`config.mk`:
```
export PLATFORM = sky130hd
export DESIGN_NAME = speed_mapped_torque_limiter_top_flat
export DESIGN_NICKNAME = d
export VERILOG_FILES = /design/src/sv/stlim_pkg.sv /design/src/sv/stlim_if.sv /design/src/sv/stlim_cfg.sv /design/src/sv/stlim_smul.sv /design/src/sv/stlim_sdiv.sv /design/src/sv/speed_mapped_torque_limiter_top.sv /design/src/flat_wrapper.sv
export SDC_FILE = /design/constraint.sdc
export NUM_CORES = 1
export LEC_CHECK = 0
export BUFFER_PORTS_ARGS = -buffer_cell sky130_fd_sc_hd__buf_4
export CAP_MARGIN = 20
export CELL_PAD_IN_SITES_DETAIL_PLACEMENT = 2
export CELL_PAD_IN_SITES_GLOBAL_PLACEMENT = 2
export CORE_UTILIZATION = 43
export CTS_CLUSTER_DIAMETER = 60
export DETAILED_ROUTE_END_ITERATION = 8
export PLACE_DENSITY_LB_ADDON = 0.1
export SYNTH_ARGS = -nofsm -noshare
export SYNTH_HDL_FRONTEND = slang
export SYNTH_SLANG_ARGS = --single-unit
```
`constraint.sdc`:
```
create_clock -name clk_i -period 24.3 [get_ports clk_i]
set_input_delay 4.86 -clock clk_i [delete_from_list [all_inputs] [get_ports clk_i]]
set_output_delay 4.86 -clock clk_i [all_outputs]
set_load 0.02 [all_outputs]
```
`src/sv/stlim_pkg.sv`:
```
package stlim_pkg;

  // map geometry
  localparam int MAP_ENTRIES = 3;
  localparam int SLOTS       = 3;
  localparam int ENT_W       = 2;

  // field widths
  localparam int SPD_W  = 14;
  localparam int CUR_W  = 13;
  localparam int TRQ_W  = 14;
  localparam int REQ_W  = 16;
  localparam int MSPD_W = 15;
  localparam int CFG_W  = 14;
  localparam int IDX_W  = 3;

  // serial arithmetic units
  localparam int OP_W   = 14;
  localparam int STEPS  = OP_W;
  localparam int STEP_W = $clog2(STEPS);

  localparam logic [TRQ_W-1:0] TORQUE_FULL = TRQ_W'(10000);

  // 14140/4244 reduced by four
  localparam int CEIL_NUM = 14140 / 4;
  localparam int CEIL_DEN = 4244 / 4;
  // largest current whose ceiling stays at or below full torque
  localparam int CUR_SAT  = ((10000 + 1) * CEIL_DEN - 1) / CEIL_NUM;

  // default map
  localparam logic [SPD_W-1:0] DFLT_SPD0 = SPD_W'(0);
  localparam logic [SPD_W-1:0] DFLT_SPD1 = SPD_W'(6000);
  localparam logic [CUR_W-1:0] DFLT_CUR  = CUR_W'(3001);

  // register reset values
  localparam logic [ENT_W-1:0] RST_ENTRIES = ENT_W'(2);
  localparam logic [SPD_W-1:0] RST_SPD0    = SPD_W'(0);
  localparam logic [SPD_W-1:0] RST_SPD1    = SPD_W'(6000);
  localparam logic [SPD_W-1:0] RST_SPD2    = SPD_W'(16383);
  localparam logic [CUR_W-1:0] RST_CUR     = CUR_W'(3001);

  typedef enum logic [IDX_W-1:0] {
    REG_ENABLE  = 3'd0,
    REG_ENTRIES = 3'd1,
    REG_SPD0    = 3'd2,
    REG_SPD1    = 3'd3,
    REG_SPD2    = 3'd4,
    REG_CUR0    = 3'd5,
    REG_CUR1    = 3'd6,
    REG_CUR2    = 3'd7
  } reg_idx_e;

  typedef logic [SPD_W-1:0] spd_t;
  typedef logic [CUR_W-1:0] cur_t;

  // effective map after the breakpoint check
  typedef struct packed {
    logic                 enable;
    logic                 rejected;
    logic                 three;
    spd_t [SLOTS-1:0]     sp;
    cur_t [SLOTS-1:0]     cu;
  } map_t;

endpackage

```
`src/sv/stlim_if.sv`:
```
interface stlim_in_if;
  logic                           valid;
  logic                           ready;
  logic signed [stlim_pkg::REQ_W-1:0]  requested_torque;
  logic signed [stlim_pkg::MSPD_W-1:0] motor_speed;

  modport source (output valid, requested_torque, motor_speed, input ready);
  modport sink (input valid, requested_torque, motor_speed, output ready);
endinterface

interface stlim_out_if;
  logic                         valid;
  logic                         ready;
  logic [stlim_pkg::TRQ_W-1:0]  torque_limit;
  logic [stlim_pkg::TRQ_W-1:0]  torque_ceiling;
  logic                         map_rejected;

  modport source (output valid, torque_limit, torque_ceiling, map_rejected, input ready);
  modport sink (input valid, torque_limit, torque_ceiling, map_rejected, output ready);
endinterface

```
`src/sv/stlim_cfg.sv`:
```
module stlim_cfg (
  input  logic                          clk_i,
  input  logic                          rst_ni,
  input  logic                          cfg_we_i,
  input  logic [stlim_pkg::IDX_W-1:0]   cfg_idx_i,
  input  logic [stlim_pkg::CFG_W-1:0]   cfg_data_i,
  output stlim_pkg::map_t               map_o
);
  import stlim_pkg::*;

  localparam logic [ENT_W-1:0] ENT_MIN  = ENT_W'(2);
  localparam logic [ENT_W-1:0] ENT_MAX  = ENT_W'(MAP_ENTRIES);
  localparam logic [ENT_W-1:0] ENT_FULL = ENT_W'(SLOTS);

  logic             enable_q;
  logic [ENT_W-1:0] entries_q;
  spd_t             sp_q [SLOTS];
  cur_t             cu_q [SLOTS];
  logic             count_bad;
  logic             order_bad;
  logic             rejected;

  always_ff @(posedge clk_i or negedge rst_ni) begin
    if (!rst_ni) begin
      enable_q  <= 1'b0;
      entries_q <= RST_ENTRIES;
      sp_q[0]   <= RST_SPD0;
      sp_q[1]   <= RST_SPD1;
      sp_q[2]   <= RST_SPD2;
      cu_q[0]   <= RST_CUR;
      cu_q[1]   <= RST_CUR;
      cu_q[2]   <= RST_CUR;
    end else if (cfg_we_i) begin
      case (reg_idx_e'(cfg_idx_i))
        REG_ENABLE:  enable_q  <= cfg_data_i[0];
        REG_ENTRIES: entries_q <= cfg_data_i[ENT_W-1:0];
        REG_SPD0:    sp_q[0]   <= cfg_data_i[SPD_W-1:0];
        REG_SPD1:    sp_q[1]   <= cfg_data_i[SPD_W-1:0];
        REG_SPD2:    sp_q[2]   <= cfg_data_i[SPD_W-1:0];
        REG_CUR0:    cu_q[0]   <= cfg_data_i[CUR_W-1:0];
        REG_CUR1:    cu_q[1]   <= cfg_data_i[CUR_W-1:0];
        REG_CUR2:    cu_q[2]   <= cfg_data_i[CUR_W-1:0];
        default: ;
      endcase
    end
  end

  // breakpoint check
  always_comb begin
    count_bad = (entries_q < ENT_MIN) || (entries_q > ENT_MAX);
    order_bad = (sp_q[1] <= sp_q[0]) || ((entries_q == ENT_FULL) && (sp_q[2] <= sp_q[1]));
    rejected  = count_bad || order_bad;
  end

  always_comb begin
    map_o.enable   = enable_q;
    map_o.rejected = rejected;
    map_o.three    = !rejected && (entries_q == ENT_FULL);
    if (rejected) begin
      map_o.sp[0] = DFLT_SPD0;
      map_o.sp[1] = DFLT_SPD1;
      map_o.sp[2] = DFLT_SPD1;
      map_o.cu[0] = DFLT_CUR;
      map_o.cu[1] = DFLT_CUR;
      map_o.cu[2] = DFLT_CUR;
    end else begin
      map_o.sp[0] = sp_q[0];
      map_o.sp[1] = sp_q[1];
      map_o.sp[2] = sp_q[2];
      map_o.cu[0] = cu_q[0];
      map_o.cu[1] = cu_q[1];
      map_o.cu[2] = cu_q[2];
    end
  end

endmodule

```
`src/sv/stlim_smul.sv`:
```
module stlim_smul (
  input  logic                           clk_i,
  input  logic                           rst_ni,
  input  logic                           start_i,
  input  logic [stlim_pkg::OP_W-1:0]     a_i,
  input  logic [stlim_pkg::OP_W-1:0]     b_i,
  output logic [2*stlim_pkg::OP_W-1:0]   prod_o,
  output logic                           done_o
);
  import stlim_pkg::*;

  logic              busy_q;
  logic              done_q;
  logic [STEP_W-1:0] cnt_q;
  logic [OP_W-1:0]   mcand_q;
  logic [OP_W-1:0]   hi_q;
  logic [OP_W-1:0]   lo_q;
  logic [OP_W:0]     sum;

  // one multiplier bit per cycle, lsb first
  assign sum = {1'b0, hi_q} + (lo_q[0] ? {1'b0, mcand_q} : '0);

  always_ff @(posedge clk_i or negedge rst_ni) begin
    if (!rst_ni) begin
      busy_q <= 1'b0;
      done_q <= 1'b0;
      cnt_q  <= '0;
    end else begin
      done_q <= 1'b0;
      if (start_i) begin
        busy_q <= 1'b1;
        cnt_q  <= '0;
      end else if (busy_q) begin
        cnt_q <= cnt_q + 1'b1;
        if (cnt_q == STEP_W'(STEPS - 1)) begin
          busy_q <= 1'b0;
          done_q <= 1'b1;
        end
      end
    end
  end

  always_ff @(posedge clk_i) begin
    if (start_i) begin
      mcand_q <= a_i;
      hi_q    <= '0;
      lo_q    <= b_i;
    end else if (busy_q) begin
      hi_q <= sum[OP_W:1];
      lo_q <= {sum[0], lo_q[OP_W-1:1]};
    end
  end

  assign prod_o = {hi_q, lo_q};
  assign done_o = done_q;

endmodule

```
`src/sv/stlim_sdiv.sv`:
```
module stlim_sdiv (
  input  logic                           clk_i,
  input  logic                           rst_ni,
  input  logic                           start_i,
  input  logic [2*stlim_pkg::OP_W-1:0]   num_i,
  input  logic [stlim_pkg::OP_W-1:0]     den_i,
  output logic [stlim_pkg::OP_W-1:0]     quo_o,
  output logic                           done_o
);
  import stlim_pkg::*;

  logic              busy_q;
  logic              done_q;
  logic [STEP_W-1:0] cnt_q;
  logic [OP_W-1:0]   den_q;
  logic [OP_W-1:0]   rem_q;
  logic [OP_W-1:0]   sh_q;
  logic [OP_W:0]     trial;
  logic [OP_W:0]     diff;
  logic              fits;

  // restoring division, one quotient bit per cycle, msb first;
  // the upper half of the dividend must be below the divisor
  always_comb begin
    trial = {rem_q, sh_q[OP_W-1]};
    diff  = trial - {1'b0, den_q};
    fits  = trial >= {1'b0, den_q};
  end

  always_ff @(posedge clk_i or negedge rst_ni) begin
    if (!rst_ni) begin
      busy_q <= 1'b0;
      done_q <= 1'b0;
      cnt_q  <= '0;
    end else begin
      done_q <= 1'b0;
      if (start_i) begin
        busy_q <= 1'b1;
        cnt_q  <= '0;
      end else if (busy_q) begin
        cnt_q <= cnt_q + 1'b1;
        if (cnt_q == STEP_W'(STEPS - 1)) begin
          busy_q <= 1'b0;
          done_q <= 1'b1;
        end
      end
    end
  end

  always_ff @(posedge clk_i) begin
    if (start_i) begin
      den_q <= den_i;
      rem_q <= num_i[2*OP_W-1:OP_W];
      sh_q  <= num_i[OP_W-1:0];
    end else if (busy_q) begin
      rem_q <= fits ? diff[OP_W-1:0] : trial[OP_W-1:0];
      sh_q  <= {sh_q[OP_W-2:0], fits};
    end
  end

  assign quo_o  = sh_q;
  assign done_o = done_q;

endmodule

```
`src/sv/speed_mapped_torque_limiter_top.sv`:
```
// speed-mapped torque limiter, one result word for every input word
// a new input word is accepted only in idle, after the previous result is loaded
// into the result register; one 14-step serial multiplier and one 14-step serial
//   divider are each used twice per word (interpolation, then ceiling)
// reset: asynchronous active low, clears control and loads register reset values
module speed_mapped_torque_limiter_top (
  input  logic                          clk_i,
  input  logic                          rst_ni,
  input  logic                          cfg_we_i,
  input  logic [stlim_pkg::IDX_W-1:0]   cfg_idx_i,
  input  logic [stlim_pkg::CFG_W-1:0]   cfg_data_i,
  stlim_in_if.sink                      in_i,
  stlim_out_if.source                   out_o
);
  import stlim_pkg::*;

  typedef enum logic [2:0] {
    ST_IDLE,
    ST_MUL1,
    ST_DIV1,
    ST_MUL2,
    ST_DIV2,
    ST_OUT
  } state_e;

  localparam logic [OP_W-1:0] SPAN_ONE = OP_W'(1);
  localparam logic [CUR_W-1:0] CUR_LIM = CUR_W'(CUR_SAT);

  state_e           state_q;
  map_t             map;

  // captured at accept (sat_q at the end of the first division)
  logic [TRQ_W-1:0] req_q;
  cur_t             clo_q;
  logic             neg_q;
  logic [OP_W-1:0]  span_q;
  logic             sat_q;

  // result register
  logic             out_valid_q;
  logic [TRQ_W-1:0] limit_q;
  logic [TRQ_W-1:0] ceil_q;
  logic             rej_q;

  // segment selection
  spd_t             spd;
  spd_t             last_sp;
  cur_t             last_cu;
  spd_t             seg_d;
  spd_t             seg_span;
  cur_t             seg_clo;
  cur_t             seg_chi;
  logic             seg_neg;
  cur_t             seg_mag;
  logic [TRQ_W-1:0] req_clamp;

  // serial units
  logic               accept;
  logic               mul_start;
  logic               mul_done;
  logic [OP_W-1:0]    mul_a;
  logic [OP_W-1:0]    mul_b;
  logic [2*OP_W-1:0]  prod;
  logic               div_start;
  logic               div_done;
  logic [OP_W-1:0]    div_den;
  logic [OP_W-1:0]    quo;
  cur_t               cur;
  logic [TRQ_W-1:0]   ceiling;
  logic [TRQ_W-1:0]   grant;
  logic               out_load;

  stlim_cfg u_cfg (
    .clk_i      (clk_i),
    .rst_ni     (rst_ni),
    .cfg_we_i   (cfg_we_i),
    .cfg_idx_i  (cfg_idx_i),
    .cfg_data_i (cfg_data_i),
    .map_o      (map)
  );

  assign in_i.ready = (state_q == ST_IDLE);
  assign accept     = in_i.valid && (state_q == ST_IDLE);

  // negative speed counts as zero, request clamped to 0..full
  always_comb begin
    spd = in_i.motor_speed[MSPD_W-1] ? '0 : in_i.motor_speed[SPD_W-1:0];
    if (in_i.requested_torque[REQ_W-1]) begin
      req_clamp = '0;
    end else if (in_i.requested_torque[REQ_W-2:0] > (REQ_W-1)'(TORQUE_FULL)) begin
      req_clamp = TORQUE_FULL;
    end else begin
      req_clamp = in_i.requested_torque[TRQ_W-1:0];
    end
  end

  // pick the segment; outside the map the end current is held with a zero offset
  always_comb begin
    last_sp = map.three ? map.sp[2] : map.sp[1];
    last_cu = map.three ? map.cu[2] : map.cu[1];
    if (spd <= map.sp[0]) begin
      seg_clo  = map.cu[0];
      seg_chi  = map.cu[0];
      seg_d    = '0;
      seg_span = SPAN_ONE;
    end else if (spd >= last_sp) begin
      seg_clo  = last_cu;
      seg_chi  = last_cu;
      seg_d    = '0;
      seg_span = SPAN_ONE;
    end else if (map.three && (spd > map.sp[1])) begin
      // on an inner breakpoint the lower segment wins
      seg_clo  = map.cu[1];
      seg_chi  = map.cu[2];
      seg_d    = spd - map.sp[1];
      seg_span = map.sp[2] - map.sp[1];
    end else begin
      seg_clo  = map.cu[0];
      seg_chi  = map.cu[1];
      seg_d    = spd - map.sp[0];
      seg_span = map.sp[1] - map.sp[0];
    end
    seg_neg = seg_chi < seg_clo;
    seg_mag = seg_neg ? (seg_clo - seg_chi) : (seg_chi - seg_clo);
  end

  // interpolated current: magnitude quotient truncates toward zero
  assign cur = neg_q ? (clo_q - quo[CUR_W-1:0]) : (clo_q + quo[CUR_W-1:0]);

  // multiplier: offset times current step, then current times ceiling numerator
  always_comb begin
    mul_start = accept || ((state_q == ST_DIV1) && div_done);
    if (state_q == ST_IDLE) begin
      mul_a = seg_d;
      mul_b = OP_W'(seg_mag);
    end else begin
      mul_a = OP_W'(cur);
      mul_b = OP_W'(CEIL_NUM);
    end
  end

  // divider: by the segment span, then by the ceiling denominator
  always_comb begin
    div_start = mul_done && ((state_q == ST_MUL1) || (state_q == ST_MUL2));
    div_den   = (state_q == ST_MUL1) ? span_q : OP_W'(CEIL_DEN);
  end

  stlim_smul u_mul (
    .clk_i   (clk_i),
    .rst_ni  (rst_ni),
    .start_i (mul_start),
    .a_i     (mul_a),
    .b_i     (mul_b),
    .prod_o  (prod),
    .done_o  (mul_done)
  );

  stlim_sdiv u_div (
    .clk_i   (clk_i),
    .rst_ni  (rst_ni),
    .start_i (div_start),
    .num_i   (prod),
    .den_i   (div_den),
    .quo_o   (quo),
    .done_o  (div_done)
  );

  // ceiling saturates above the current limit, full torque when disabled
  always_comb begin
    ceiling  = (!map.enable || sat_q) ? TORQUE_FULL : quo;
    grant    = (req_q < ceiling) ? req_q : ceiling;
    out_load = (state_q == ST_OUT) && (!out_valid_q || out_o.ready);
  end

  always_ff @(posedge clk_i or negedge rst_ni) begin
    if (!rst_ni) begin
      state_q     <= ST_IDLE;
      out_valid_q <= 1'b0;
      req_q       <= '0;
      clo_q       <= '0;
      neg_q       <= 1'b0;
      span_q      <= '0;
      sat_q       <= 1'b0;
      limit_q     <= '0;
      ceil_q      <= '0;
      rej_q       <= 1'b0;
    end else begin
      if (out_valid_q && out_o.ready && !out_load) begin
        out_valid_q <= 1'b0;
      end
      case (state_q)
        ST_IDLE: begin
          if (accept) begin
            req_q   <= req_clamp;
            clo_q   <= seg_clo;
            neg_q   <= seg_neg;
            span_q  <= seg_span;
            state_q <= ST_MUL1;
          end
        end
        ST_MUL1: begin
          if (mul_done) begin
            state_q <= ST_DIV1;
          end
        end
        ST_DIV1: begin
          if (div_done) begin
            sat_q   <= cur > CUR_LIM;
            state_q <= ST_MUL2;
          end
        end
        ST_MUL2: begin
          if (mul_done) begin
            state_q <= ST_DIV2;
          end
        end
        ST_DIV2: begin
          if (div_done) begin
            state_q <= ST_OUT;
          end
        end
        ST_OUT: begin
          // result waits here only while the previous word is still held
          if (out_load) begin
            limit_q     <= grant;
            ceil_q      <= ceiling;
            rej_q       <= map.rejected;
            out_valid_q <= 1'b1;
            state_q     <= ST_IDLE;
          end
        end
        default: state_q <= ST_IDLE;
      endcase
    end
  end

  assign out_o.valid          = out_valid_q;
  assign out_o.torque_limit   = limit_q;
  assign out_o.torque_ceiling = ceil_q;
  assign out_o.map_rejected   = rej_q;

  // the serial units are used one after the other, never started together
  a_start_excl : assert property (@(posedge clk_i) disable iff (!rst_ni)
    !(mul_start && div_start))
    else $error("multiplier and divider started together");

  a_done_state : assert property (@(posedge clk_i) disable iff (!rst_ni)
    mul_done |-> ((state_q == ST_MUL1) || (state_q == ST_MUL2)))
    else $error("multiplier finished outside a multiply state");

  a_out_bound : assert property (@(posedge clk_i) disable iff (!rst_ni)
    out_valid_q |-> ((limit_q <= ceil_q) && (ceil_q <= TORQUE_FULL)))
    else $error("granted torque above ceiling or ceiling above full");

  a_load_next : assert property (@(posedge clk_i) disable iff (!rst_ni)
    out_load |=> (out_valid_q && (state_q == ST_IDLE)))
    else $error("result word not held after load");

endmodule
```
`src/flat_wrapper.sv`:
```
// flat-port wrapper written by rule: the top's interface ports become plain ports
module speed_mapped_torque_limiter_top_flat import stlim_pkg::*;
  (clk_i, rst_ni, cfg_we_i, cfg_idx_i, cfg_data_i, in_i_valid, in_i_requested_torque, in_i_motor_speed, in_i_ready, out_o_valid, out_o_torque_limit, out_o_torque_ceiling, out_o_map_rejected, out_o_ready);
  stlim_in_if in_i_i ();
  stlim_out_if out_o_i ();
  input  logic clk_i;
  input  logic rst_ni;
  input  logic cfg_we_i;
  input  logic [stlim_pkg::IDX_W-1:0] cfg_idx_i;
  input  logic [stlim_pkg::CFG_W-1:0] cfg_data_i;
  input wire logic [$bits(in_i_i.valid)-1:0] in_i_valid;
  input wire logic [$bits(in_i_i.requested_torque)-1:0] in_i_requested_torque;
  input wire logic [$bits(in_i_i.motor_speed)-1:0] in_i_motor_speed;
  output wire logic [$bits(in_i_i.ready)-1:0] in_i_ready;
  output wire logic [$bits(out_o_i.valid)-1:0] out_o_valid;
  output wire logic [$bits(out_o_i.torque_limit)-1:0] out_o_torque_limit;
  output wire logic [$bits(out_o_i.torque_ceiling)-1:0] out_o_torque_ceiling;
  output wire logic [$bits(out_o_i.map_rejected)-1:0] out_o_map_rejected;
  input wire logic [$bits(out_o_i.ready)-1:0] out_o_ready;
  assign in_i_i.valid = in_i_valid;
  assign in_i_i.requested_torque = in_i_requested_torque;
  assign in_i_i.motor_speed = in_i_motor_speed;
  assign in_i_ready = in_i_i.ready;
  assign out_o_valid = out_o_i.valid;
  assign out_o_torque_limit = out_o_i.torque_limit;
  assign out_o_torque_ceiling = out_o_i.torque_ceiling;
  assign out_o_map_rejected = out_o_i.map_rejected;
  assign out_o_i.ready = out_o_ready;
  speed_mapped_torque_limiter_top u_core (.clk_i(clk_i), .rst_ni(rst_ni), .cfg_we_i(cfg_we_i), .cfg_idx_i(cfg_idx_i), .cfg_data_i(cfg_data_i), .in_i(in_i_i), .out_o(out_o_i));
endmodule
```
Yosys cells after proc, flatten, opt, wreduce, memory -nomap -nowiden

Index checks and enable logic that the tools add are counted.

Output and inout port bits: 31
Logic and storage cells: 172
Bits in latches: 0
Input port bits: 53
Memory bits (writable): 0
Memories: 0
ROM bits: 0
Bits in registers: 256

Bitwise logic cells: 1
Multipliers: 0
Div/mod/pow operators: 0
Equality and inequality tests: 21
Add/sub/neg operators: 12
Mux-type cells: 58
Reductions and logical operators: 37
$lt $le $gt $ge: 12
Shifts and indexed selects: 0

Operators by type and width:

| kind                   | number |
|---|---|
| $mux W14               | 18 |
| $mux W13               | 13 |
| $mux W81               | 1 |
| $sub A14 B14 Y14       | 5 |
| $le A14 B14 Y1         | 3 |
| $sub A13 B13 Y13       | 3 |
| $reduce_and A2 Y1      | 11 |
| $eq A3 B3 Y1 const B   | 6 |
| $mux W3                | 6 |
| $pmux W3 S6            | 1 |
| $mux W4                | 4 |
| $add A14 B15 Y15       | 1 |
| $ge A15 B14 Y1         | 1 |
| $gt A15 B14 Y1 const B | 1 |
| $mux W1                | 15 |
| $ge A14 B14 Y1         | 1 |
| $gt A14 B14 Y1         | 1 |
| $lt A14 B14 Y1         | 1 |
| $add A13 B13 Y13       | 1 |
| $gt A13 B12 Y1 const B | 1 |
| $lt A13 B13 Y1         | 1 |
| $eq A3 B2 Y1 const B   | 4 |
| $logic_and A1 B1 Y1    | 9 |
| $add A4 B1 Y4 const B  | 2 |
| 14 further kinds       | 31 |

Depth between registers and ports, before layout

Gate-level depths: netlist of run 1.

Word-level depth: 14
Depth in mapped cells: 46
Mapped depth without buffers: 38

Modules after synthesis

From an unflattened synthesis of run 1, not the netlist that was laid out.

Cell total of the unflattened synthesis: 2,165
Area total of the unflattened synthesis: 20,196.9 um^2

Modules (own cells, without submodules):

| module                          | area each (um^2) | instances | sequential area each (um^2) | cells an instance |
|---|---|---|---|---|
| speed_mapped_torque_limiter_top | 10,027.1         | 1         | 1,901.8                     | 1,268 |
| stlim_cfg                       | 4,740.8          | 1         | 2,159.6                     | 433 |
| stlim_sdiv                      | 2,835.2          | 1         | 1,411.4                     | 238 |
| stlim_smul                      | 2,593.7          | 1         | 1,271.2                     | 226 |

Least setup slack after synthesis of run 1

Ideal clock, no wire load.

Path type: in2reg
Start: input port in_i_motor_speed[14]
End: register u_core.u_mul.lo_q[10], data pin
Library setup time: 0.270 ns
Data required time: 24.030 ns
Path buffers: 3
Arrival: 10.934 ns
Cell stages on the path: 32
Slack: 13.095 ns
Cell sequence: clkbuf_1 nand2b_1 ha_1 inv_1 fa_1 a21o_1 a21oi_1 o21ai_1 a21oi_1 o21ai_1 a21o_1 a21oi_1 o31a_1 a211o_1 buf_2 nor2_2 a222oi_1 ha_1 nor2b_1 o21ai_0 a21boi_0 o21ai_0 a21boi_0 o2111ai_1 a32o_1 o21a_1 clkbuf_1 mux2_2 a221oi_1 o21ai_0 xnor2_1 a21oi_1

Longest elaborated chain between the ends: 10
Elaborated cells between the ends (all ways): 17
Those cells by class: 2 x add/sub; 4 x order compare; 10 x mux; 1 x reduce/logical

Ends and longest elaborated chain:

| what                                               | RTL line                                                                       | RTL |
|---|---|---|
| start, declared                                    | flat_wrapper.sv:13                                                             | `input wire logic [$bits(in_i_i.motor_speed)-1:0] in_i_motor_speed;` |
| $mux W14 (*)                                       | speed_mapped_torque_limiter_top.sv:87                                          | `spd = in_i.motor_speed[MSPD_W-1] ? '0 : in_i.motor_speed[SPD_W-1:0];` |
| $gt A14 B14 Y1                                     | speed_mapped_torque_limiter_top.sv:111                                         | `end else if (map.three && (spd > map.sp[1])) begin` |
| $logic_and A1 B1 Y1                                | speed_mapped_torque_limiter_top.sv:111                                         |  |
| $mux W13                                           | speed_mapped_torque_limiter_top.sv:111                                         |  |
| $mux W13                                           | speed_mapped_torque_limiter_top.sv:106                                         | `end else if (spd >= last_sp) begin` |
| $mux W13                                           | speed_mapped_torque_limiter_top.sv:101                                         | `if (spd <= map.sp[0]) begin` |
| $sub A13 B13 Y13 or $lt A13 B13 Y1 (tied branches) | speed_mapped_torque_limiter_top.sv:124, speed_mapped_torque_limiter_top.sv:123 |  |
| $mux W13 (*)                                       | speed_mapped_torque_limiter_top.sv:124                                         | `seg_mag = seg_neg ? (seg_clo - seg_chi) : (seg_chi - seg_clo);` |
| $mux W13 (*)                                       | speed_mapped_torque_limiter_top.sv:133                                         | `if (state_q == ST_IDLE) begin` |
| $mux W14 (*)                                       | stlim_smul.sv:44                                                               | `if (start_i) begin` |
| end signal, assigned                               | stlim_smul.sv:47                                                               | `lo_q <= b_i;` |
| end signal, assigned                               | stlim_smul.sv:50                                                               | `lo_q <= {sum[0], lo_q[OP_W-1:1]};` |
| end, declared                                      | stlim_smul.sv:17                                                               | `logic [OP_W-1:0] lo_q;` |

Mark *: on every way between the ends. The rest lies on a longest branch, timed or not.
A chain may end at the register's enable or synchronous reset.

Worst setup path after layout of run 1

Ends and elaborated chain as after synthesis.

==> metrics.txt, run 1 <==
# TYPE chip_impl_metric gauge
chip_impl_metric{name="synthesis.nets",unit=""} 2306
chip_impl_metric{name="grt_start_max_net_pins",unit=""} 66
chip_impl_metric{name="num_rows",unit=""} 75
chip_impl_info{name="grt_setup_unrepaired",value="no"} 1
chip_impl_metric{name="clk_transition_reported_paths",unit="ns"} 0.06
chip_impl_info{name="cp-end-kind",value="register"} 1
chip_impl_info{name="tritoncts",value="yes"} 1
chip_impl_metric{name="dieWidth",unit="µm"} 210
chip_impl_metric{name="final_design_area_no_fill",unit="µm²"} 20900
chip_impl_metric{name="yosysSeqAreaShare",unit=""} 0.362
chip_impl_info{name="worst_path_most_repeated_cell",value="a21oi_1"} 1
chip_impl_metric{name="synth_enable_flop_cells",unit=""} 70
chip_impl_metric{name="boundaryPins",unit=""} 84
chip_impl_metric{name="cp_max_fo",unit=""} 22
chip_impl_metric{name="postRouteAntennaNets",unit=""} 0
chip_impl_metric{name="grt_use_total",unit=""} 0.300
chip_impl_metric{name="max_stage_delay",unit="ns"} 0.70
chip_impl_metric{name="synth.lib_cells_used.distinct",unit=""} 89
chip_impl_metric{name="period_minus_slack",unit="ns"} 12.32
chip_impl_metric{name="worstMarginPinSlew",unit="ns"} 0.981
chip_impl_metric{name="setup_slack",unit="ns"} 11.98
chip_impl_metric{name="number_of_antenna_violations_at_the_first_check_in_global_routing",unit=""} 0
chip_impl_metric{name="multi_input_comb_area",unit="µm²"} 11000
chip_impl_metric{name="total_standard_cell_area_after_synthesis",unit="µm²"} 18600
chip_impl_metric{name="grt_first_pass_wirelength",unit="µm"} 102000
chip_impl_metric{name="yosysWarningCount",unit=""} 0
chip_impl_metric{name="vias",unit=""} 15831
chip_impl_metric{name="postSynthCellCount",unit=""} 2072
chip_impl_metric{name="proportion_of_register_bits_with_asynchronous_set_or_reset_after_synthesis",unit=""} 0.672
chip_impl_info{name="postSynth.topFlopCell",value="dfrtp_1"} 1
chip_impl_metric{name="ys_seq_elements",unit=""} 256
chip_impl_metric{name="slew_viol_final",unit=""} 0
chip_impl_metric{name="grt.overflow.total",unit=""} 0
chip_impl_metric{name="reg2reg_setup_slack",unit="ns"} 13.50
chip_impl_metric{name="setup-tns-final",unit="ns"} 0
chip_impl_metric{name="slew-limit-headroom",unit=""} 0.344
chip_impl_metric{name="postCtsResizedCells",unit=""} 0
chip_impl_metric{name="finalNetCount",unit=""} 2354
chip_impl_metric{name="register_area",unit="µm²"} 6740
chip_impl_metric{name="n_fill_cell",unit=""} 4548
chip_impl_info{name="worstHoldPathType",value="reg -> reg"} 1
chip_impl_info{name="critPathLaunchType",value="input pin"} 1
chip_impl_metric{name="area_growth",unit="%"} 12.4
chip_impl_metric{name="placement.cell_area",unit="µm²"} 19800
chip_impl_metric{name="cts.path.max_buffers",unit=""} 3
chip_impl_metric{name="syn_avg_cell_area",unit="µm²"} 8.99
chip_impl_metric{name="drt_pre_antenna_iters",unit=""} 5
chip_impl_metric{name="cts_setup_buffers",unit=""} 0
chip_impl_metric{name="max-cap-violations",unit=""} 0
chip_impl_metric{name="cts_sinks",unit=""} 256
chip_impl_metric{name="power_leakage",unit="nW"} 9.52
chip_impl_metric{name="cts_buffers",unit=""} 35
chip_impl_info{name="crit_type",value="in -> reg"} 1
chip_impl_info{name="run_status",value="finished, final reports clean"} 1
chip_impl_metric{name="number_of_global_route_vias_before_repair",unit=""} 17899
chip_impl_info{name="synthMostInstantiatedCell",value="nand2_1"} 1
chip_impl_metric{name="die-area",unit="µm²"} 44200
chip_impl_info{name="synth_top_area_cell",value="dfrtp_1"} 1
chip_impl_metric{name="place.gp.congestion",unit=""} 0.906
chip_impl_metric{name="power_per_cell_area",unit="nW/µm²"} 85.5
chip_impl_metric{name="worst_clock_skew",unit="ns"} 0.0193
chip_impl_metric{name="layout-drive-gt1-share",unit=""} 0.149
chip_impl_info{name="synthTopCellsByArea",value="dfrtp_1 17%, ha_1 12%, edfxtp_1 11%"} 1
chip_impl_metric{name="final_hold_viol_count",unit=""} 0
chip_impl_metric{name="detailed_route_wire_length_per_cell",unit="µm"} 23.8
chip_impl_metric{name="clock_insertion_delay_worst_skew",unit="ns"} 0.56
chip_impl_info{name="synthTopCellsByCount",value="263 x nand2_1, 172 x ha_1, 159 x nor2_1, 153 x inv_1, 129 x o21ai_0"} 1
chip_impl_metric{name="ctsHtreeMaxLevel",unit=""} 2
chip_impl_metric{name="finish.utilization",unit=""} 0.495
chip_impl_metric{name="drt-total-wl",unit="µm"} 64800
chip_impl_metric{name="synth_top_cell_area_share",unit=""} 0.169
chip_impl_metric{name="worstPathArrival",unit="ns"} 12.59
chip_impl_metric{name="drt_iter0_drc",unit=""} 905
chip_impl_metric{name="fmax",unit="MHz"} 81.2
chip_impl_metric{name="antennaDiodeCount",unit=""} 0
chip_impl_info{name="crit_path_top_delay_cell",value="a222oi_1"} 1
chip_impl_metric{name="via_density",unit=""} 5.81
chip_impl_metric{name="die_h",unit="µm"} 210
chip_impl_metric{name="vdd.ir_drop.worst",unit="V"} 0.0000581
chip_impl_metric{name="port-buffer-count",unit=""} 83
chip_impl_metric{name="setup_viol_count_final",unit=""} 0
chip_impl_metric{name="dp_worst_setup_slack",unit="ns"} 11.44
chip_impl_metric{name="dp.final_hpwl",unit="µm"} 48600
chip_impl_metric{name="worst_ep_required_time",unit="ns"} 24.57
chip_impl_metric{name="final.hold.worst_slack",unit="ns"} 0.477
chip_impl_metric{name="floorplan.core_area",unit="µm²"} 42300
chip_impl_metric{name="holdBufCountCts",unit=""} 0
chip_impl_info{name="clock-root-buffer",value="clkbuf_16"} 1
chip_impl_metric{name="drc",unit=""} 0
chip_impl_metric{name="layout_worst_path_cycle_share",unit=""} 0.507
chip_impl_metric{name="initial_utilization",unit=""} 0.440
==> final timing paths <==
kind | cells after the start | startpoint | to
max | 30 | in_i_motor_speed[14] | u_core.u_mul.lo_q[10]
min | 2 | u_core.span_q[6] | u_core.span_q[6]
max reg2reg | 38 | u_core.u_cfg.sp_q[18] | u_core.u_mul.lo_q[10]
min reg2reg | 2 | u_core.span_q[6] | u_core.span_q[6]
max in group asynchronous | 2 | rst_ni | u_core.out_o.torque_ceiling[9]
min in group asynchronous | 1 | rst_ni | u_core.span_q[8]
==> cells by family after synthesis <==
group / count (synthesis) / share of synthesized area
buf+inv: 249 / 0.0518
fa+ha+maj: 184 / 0.127
flops: 256 / 0.362
compound gates: 492 / 0.174
mux: 132 / 0.0775
xor+xnor: 97 / 0.0456
simple gates: 662 / 0.162
==> state kept, by name (all words and copies together), names as in the netlist, 2 cells and up <==
signal,cells
u_core.u_cfg.entries_q,2
u_core.out_o.torque_ceiling,14
u_core.u_mul.lo_q,14
u_core.span_q,14
u_core.u_mul.mcand_q,14
u_core.u_div.rem_q,14
u_core.clo_q,13
u_core.u_div.cnt_q,4
u_core.u_mul.cnt_q,4
u_core.out_o.torque_limit,14
u_core.req_q,14
u_core.u_mul.hi_q,14
u_core.state_q,3
u_core.u_cfg.cu_q,39
u_core.u_div.den_q,14
u_core.u_cfg.sp_q,42
u_core.u_div.quo_o,14
==> critical path: cells and delay by family <==
| family | cells | cell delay (ns) |
|---|---|---|
| xor gates and xnor gates | 1 | 0.16 |
| buffers and inverters | 2 | 0.25 |
| muxes | 1 | 0.41 |
| and+or+nand+nor | 3 | 0.63 |
| AOI/OAI and AO/OA | 20 | 5.28 |
| adders and majority gates | 3 | 0.97 |
==> metal layers <==
layer	vias to the layer above	wire (µm)	global-route usage
li1	7362	-	-
met1	8078	28400	0.374
met2	271	31800	0.526
met3	120	2140	0.0386
met4	0	2490	0.115
met5	-	0	0
==> per-stage QoR <==
stage	cells	total power (W)
detailed placement	2658	0.00127
global route	2723	0.00189
floorplan	2072	0.00106
CTS	2721	0.00180
finish	2723	0.00179
global placement	2658	0.00123
==> final cells by class <==
class / instances / area share
sequential: 256 / 0.322
inverter: 155 / 0.0278
timing repair buffer: 105 / 0.0377
clock inverter: 18 / 0.00747
clock buffer: 45 / 0.0471
multi-input combinational: 1567 / 0.523
tap: 577 / 0.0345
==> cell usage in the layout (no fill, tap or decap), types with 49 or more instances in the layout <==
master / n
a21o_1: 49
a21oi_1: 125
buf_4: 103
dfrtp_1: 126
edfxtp_1: 70
ha_1: 172
inv_1: 153
mux2_2: 78
mux2i_1: 52
nand2_1: 262
nor2_1: 158
o21ai_0: 129
xnor2_1: 70
==> power breakdown <==
part | internal (W) | switching (W) | total, W | leakage, nW
clock network | 0.000301 | 0.000211 | 0.000512 | 0.562
logic | 0.000303 | 0.000446 | 0.000749 | 6.10
registers | 0.000484 | 0.0000460 | 0.000530 | 2.86
total | 0.00109 | 0.000703 | 0.00179 | 9.52
Power figures use the tool's default switching activity.
==> run 2, diff against run 1 <==
--- a/config.mk
+++ b/config.mk
@@ -5,11 +5,12 @@
 export SDC_FILE = /design/constraint.sdc
 export NUM_CORES = 1
 export LEC_CHECK = 0
+export ABC_AREA = 1
 export BUFFER_PORTS_ARGS = -buffer_cell sky130_fd_sc_hd__buf_4
 export CAP_MARGIN = 20
 export CELL_PAD_IN_SITES_DETAIL_PLACEMENT = 2
 export CELL_PAD_IN_SITES_GLOBAL_PLACEMENT = 2
-export CORE_UTILIZATION = 43
+export CORE_UTILIZATION = 37
 export CTS_CLUSTER_DIAMETER = 60
 export DETAILED_ROUTE_END_ITERATION = 8
 export PLACE_DENSITY_LB_ADDON = 0.1
==> constraint.sdc (replaced) <==
create_clock -name clk_i -period 11.58 [get_ports clk_i]
set_input_delay 2.316 -clock clk_i [delete_from_list [all_inputs] [get_ports clk_i]]
set_output_delay 2.316 -clock clk_i [all_outputs]
set_load 0.02 [all_outputs]
==> metrics.txt, run 2 <==
# TYPE chip_impl_metric gauge
chip_impl_info{name="run_status",value="finished, final reports clean"} 1
chip_impl_metric{name="syn_avg_cell_area",unit="µm²"} 7.21
chip_impl_metric{name="synthesis.nets",unit=""} 2935
chip_impl_metric{name="worst_ep_required_time",unit="ns"} 11.97
chip_impl_info{name="hold_path_startpoint",value="u_core.u_mul.hi_q[8]"} 1
chip_impl_metric{name="cts_buffers",unit=""} 35
chip_impl_metric{name="drt_iter0_drc",unit=""} 975
chip_impl_metric{name="boundaryPins",unit=""} 84
chip_impl_info{name="critPathLaunchType",value="register"} 1
chip_impl_metric{name="fmax",unit="MHz"} 117
chip_impl_info{name="worst_path_most_repeated_cell",value="nand2_1"} 1
chip_impl_metric{name="floorplan.core_area",unit="µm²"} 51600
chip_impl_info{name="cp-end-kind",value="register"} 1
chip_impl_info{name="crit_path_top_delay_cell",value="inv_1"} 1
chip_impl_metric{name="yosysSeqAreaShare",unit=""} 0.346
chip_impl_metric{name="vias",unit=""} 18695
chip_impl_metric{name="critical_path.n_buffers_inverters",unit=""} 9
chip_impl_metric{name="cts_sinks",unit=""} 256
chip_impl_metric{name="flip_flop_count_of_the_largest_register_after_layout",unit=""} 42
chip_impl_info{name="regToRegStartpoint",value="u_core.u_cfg.entries_q[0]"} 1
chip_impl_metric{name="layout_worst_path_cycle_share",unit=""} 0.740
chip_impl_info{name="r2r-end",value="u_core.u_mul.lo_q[2]"} 1
chip_impl_metric{name="cts_setup_buffers",unit=""} 0
chip_impl_metric{name="reg2reg_depth",unit=""} 36
chip_impl_metric{name="power_per_cell_area",unit="nW/µm²"} 254
chip_impl_metric{name="area_growth",unit="%"} 12.4
chip_impl_metric{name="dp.final_hpwl",unit="µm"} 60500
chip_impl_info{name="clock-root-buffer",value="clkbuf_16"} 1
chip_impl_metric{name="final_design_area_no_fill",unit="µm²"} 21900
chip_impl_metric{name="drc",unit=""} 0
chip_impl_metric{name="grt.overflow.total",unit=""} 0
chip_impl_metric{name="grt_first_pass_wirelength",unit="µm"} 119000
chip_impl_metric{name="worstPathArrival",unit="ns"} 8.96
chip_impl_metric{name="final_hold_viol_count",unit=""} 0
chip_impl_metric{name="proportion_of_register_bits_with_asynchronous_set_or_reset_after_synthesis",unit=""} 0.672
chip_impl_metric{name="clk_transition_reported_paths",unit="ns"} 0.06
chip_impl_metric{name="postRouteAntennaNets",unit=""} 0
chip_impl_info{name="worstHoldPathType",value="reg -> reg"} 1
chip_impl_metric{name="total_standard_cell_area_after_synthesis",unit="µm²"} 19500
chip_impl_metric{name="setup_viol_count_final",unit=""} 0
chip_impl_metric{name="yosysWarningCount",unit=""} 0
chip_impl_metric{name="cts.path.max_buffers",unit=""} 3
chip_impl_metric{name="via_density",unit=""} 5.40
chip_impl_metric{name="detailed_route_wire_length_per_cell",unit="µm"} 22.1
chip_impl_metric{name="dieWidth",unit="µm"} 231
chip_impl_metric{name="synth_top_cell_area_share",unit=""} 0.162
chip_impl_info{name="worstHoldEndpoint",value="u_core.u_mul.hi_q[8]"} 1
chip_impl_info{name="registers_with_the_most_flip_flops",value="u_core.u_cfg.sp_q: 42 flops, u_core.u_cfg.cu_q: 39 flops"} 1
chip_impl_metric{name="port-buffer-count",unit=""} 83
chip_impl_metric{name="die-area",unit="µm²"} 53500
chip_impl_info{name="synth_top_area_cell",value="dfrtp_1"} 1
chip_impl_metric{name="placement.cell_area",unit="µm²"} 20700
chip_impl_metric{name="max-cap-violations",unit=""} 0
chip_impl_metric{name="number_of_global_route_vias_before_repair",unit=""} 20576
chip_impl_metric{name="postSynthCellCount",unit=""} 2701
chip_impl_metric{name="drt_pre_antenna_iters",unit=""} 5
chip_impl_metric{name="period_minus_slack",unit="ns"} 8.57
chip_impl_info{name="most_common_library_cell_in_the_layout_ignoring_fill_and_taps",value="nand2_1"} 1
chip_impl_metric{name="power_leakage",unit="nW"} 10.9
chip_impl_info{name="gate_family_responsible_for_the_most_delay_along_the_worst_path",value="simple AND/OR/NAND/NOR gates"} 1
chip_impl_metric{name="ys_seq_elements",unit=""} 256
chip_impl_info{name="synthMostInstantiatedCell",value="nand2_1"} 1
chip_impl_metric{name="number_of_antenna_violations_at_the_first_check_in_global_routing",unit=""} 1
chip_impl_metric{name="slew-limit-headroom",unit=""} 0.253
chip_impl_metric{name="hold_path_depth",unit=""} 2
chip_impl_metric{name="antennaDiodeCount",unit=""} 0
chip_impl_metric{name="slew_viol_final",unit=""} 0
chip_impl_metric{name="grt_use_total",unit=""} 0.289
chip_impl_metric{name="n_fill_cell",unit=""} 6086
chip_impl_metric{name="ctsHtreeMaxLevel",unit=""} 2
chip_impl_info{name="synthTopCellsByArea",value="dfrtp_1 16%, nand2_1 12%, ha_1 11%"} 1
chip_impl_metric{name="finalNetCount",unit=""} 2993
chip_impl_metric{name="vdd.ir_drop.worst",unit="V"} 0.000125
chip_impl_metric{name="layout-drive-gt1-share",unit=""} 0.101
chip_impl_info{name="layout_common_cells",value="647 x nand2_1, 384 x inv_1, 244 x nor2_1"} 1
chip_impl_metric{name="postCtsResizedCells",unit=""} 0
chip_impl_metric{name="reg2reg_setup_slack",unit="ns"} 3.01
chip_impl_metric{name="grt_start_max_net_pins",unit=""} 72
chip_impl_info{name="postSynth.topFlopCell",value="dfrtp_1"} 1
chip_impl_metric{name="cp_max_fo",unit=""} 54
chip_impl_metric{name="holdBufCountCts",unit=""} 0
chip_impl_info{name="crit_type",value="reg -> reg"} 1
chip_impl_info{name="grt_setup_unrepaired",value="no"} 1
chip_impl_info{name="largest_register_by_flop_count",value="u_core.u_cfg.sp_q"} 1
chip_impl_metric{name="synth_enable_flop_cells",unit=""} 70
chip_impl_metric{name="synth.lib_cells_used.distinct",unit=""} 67
chip_impl_metric{name="setup-tns-final",unit="ns"} 0
chip_impl_metric{name="worst_clock_skew",unit="ns"} 0.0178
chip_impl_info{name="tritoncts",value="yes"} 1
chip_impl_metric{name="worstMarginPinSlew",unit="ns"} 1.09
chip_impl_metric{name="place.gp.congestion",unit=""} 0.889
chip_impl_metric{name="die_h",unit="µm"} 231
chip_impl_metric{name="initial_utilization",unit=""} 0.377
chip_impl_metric{name="drt-total-wl",unit="µm"} 76500
chip_impl_info{name="synthTopCellsByCount",value="647 x nand2_1, 384 x inv_1, 246 x nor2_1, 240 x o21ai_0, 201 x a21oi_1"} 1
chip_impl_metric{name="num_rows",unit=""} 83
chip_impl_metric{name="max_stage_delay",unit="ns"} 0.66
chip_impl_metric{name="clock_insertion_delay_worst_skew",unit="ns"} 0.55
[run 2: changes by cell type after synthesis, moves of 42 or more]
cell,before,now
nand2_1,263,647
inv_1,153,384
o21ai_0,129,240
nand3_1,29,137
nor2_1,159,246
mux2_2,78,0
a21oi_1,125,201
mux2i_1,52,1
xnor2_1,70,20
a21o_1,49,7
[run 2: cell families after synthesis]
logic type,after synthesis,synth area share
and+or+nand+nor,1131,0.243
buffers and inverters,486,0.0972
xor gates and xnor gates,65,0.0292
muxes,1,0.000514
adders and majority gates,181,0.120
DFF,256,0.346
AOI/OAI and AO/OA,581,0.164
[run 2: layout make-up]
| class | instances | area (µm²) | area share |
|---|---|---|---|
| multi-input cells | 1959 | 10900 | 0.496 |
| clock buffers | 43 | 916 | 0.0419 |
| repair buffers | 102 | 781 | 0.0357 |
| well taps | 680 | 851 | 0.0389 |
| clock inverters | 20 | 206 | 0.00944 |
| flip-flops and latches | 256 | 6740 | 0.308 |
| inverters | 405 | 1520 | 0.0696 |
[run 2: worst min-delay path: stages, from the launching register on]
cell and delay [ns]:
dfxtp_1 0.33, nand2_1 0.07, nand2_1 0.05
[run 2: metrics by stage]
| step | worst slack, ns | hold WS [ns] | total power, W | cells | util |
|---|---|---|---|---|---|
| floorplan | 4.84 | 0.448 | 0.00345 | 2701 | - |
| global placement | 3.36 | 0.465 | 0.00429 | 3400 | 0.402 |
| detailed placement | 3.03 | 0.474 | 0.00447 | 3400 | 0.402 |
| CTS | 3.02 | 0.486 | 0.00561 | 3463 | 0.423 |
| global route | 2.26 | 0.510 | 0.00600 | 3465 | 0.424 |
| finish | 3.01 | 0.486 | 0.00556 | 3465 | 0.424 |
[run 2: power breakdown]
part | switching (W) | internal (W)
clock | 0.000437 | 0.000637
combinational | 0.00197 | 0.000996
sequential | 0.000227 | 0.00130
total | 0.00263 | 0.00293
[run 2: worst max-delay path by stage]
stage	start	endpoint	slack, ns	cells past startpoint
floorplan	in_i_motor_speed[14]	u_core.u_mul.lo_q[9]	4.84	32
global placement	in_i_motor_speed[14]	u_core.u_mul.lo_q[2]	3.36	32
detailed placement	in_i_motor_speed[14]	u_core.u_mul.lo_q[2]	3.03	33
CTS	u_core.u_cfg.entries_q[0]	u_core.u_mul.lo_q[2]	3.02	35
global route	u_core.u_cfg.entries_q[0]	u_core.u_mul.lo_q[2]	2.26	36
finish	u_core.u_cfg.entries_q[0]	u_core.u_mul.lo_q[2]	3.01	36
[run 2: routing by layer]
layer | vias up | GRT usage | wire length, µm
met1 | 9299 | 0.368 | 34400
met5 | - | 0 | 13
met3 | 123 | 0.0372 | 2560
met4 | 2 | 0.0950 | 2410
li1 | 8965 | - | -
met2 | 306 | 0.501 | 37100
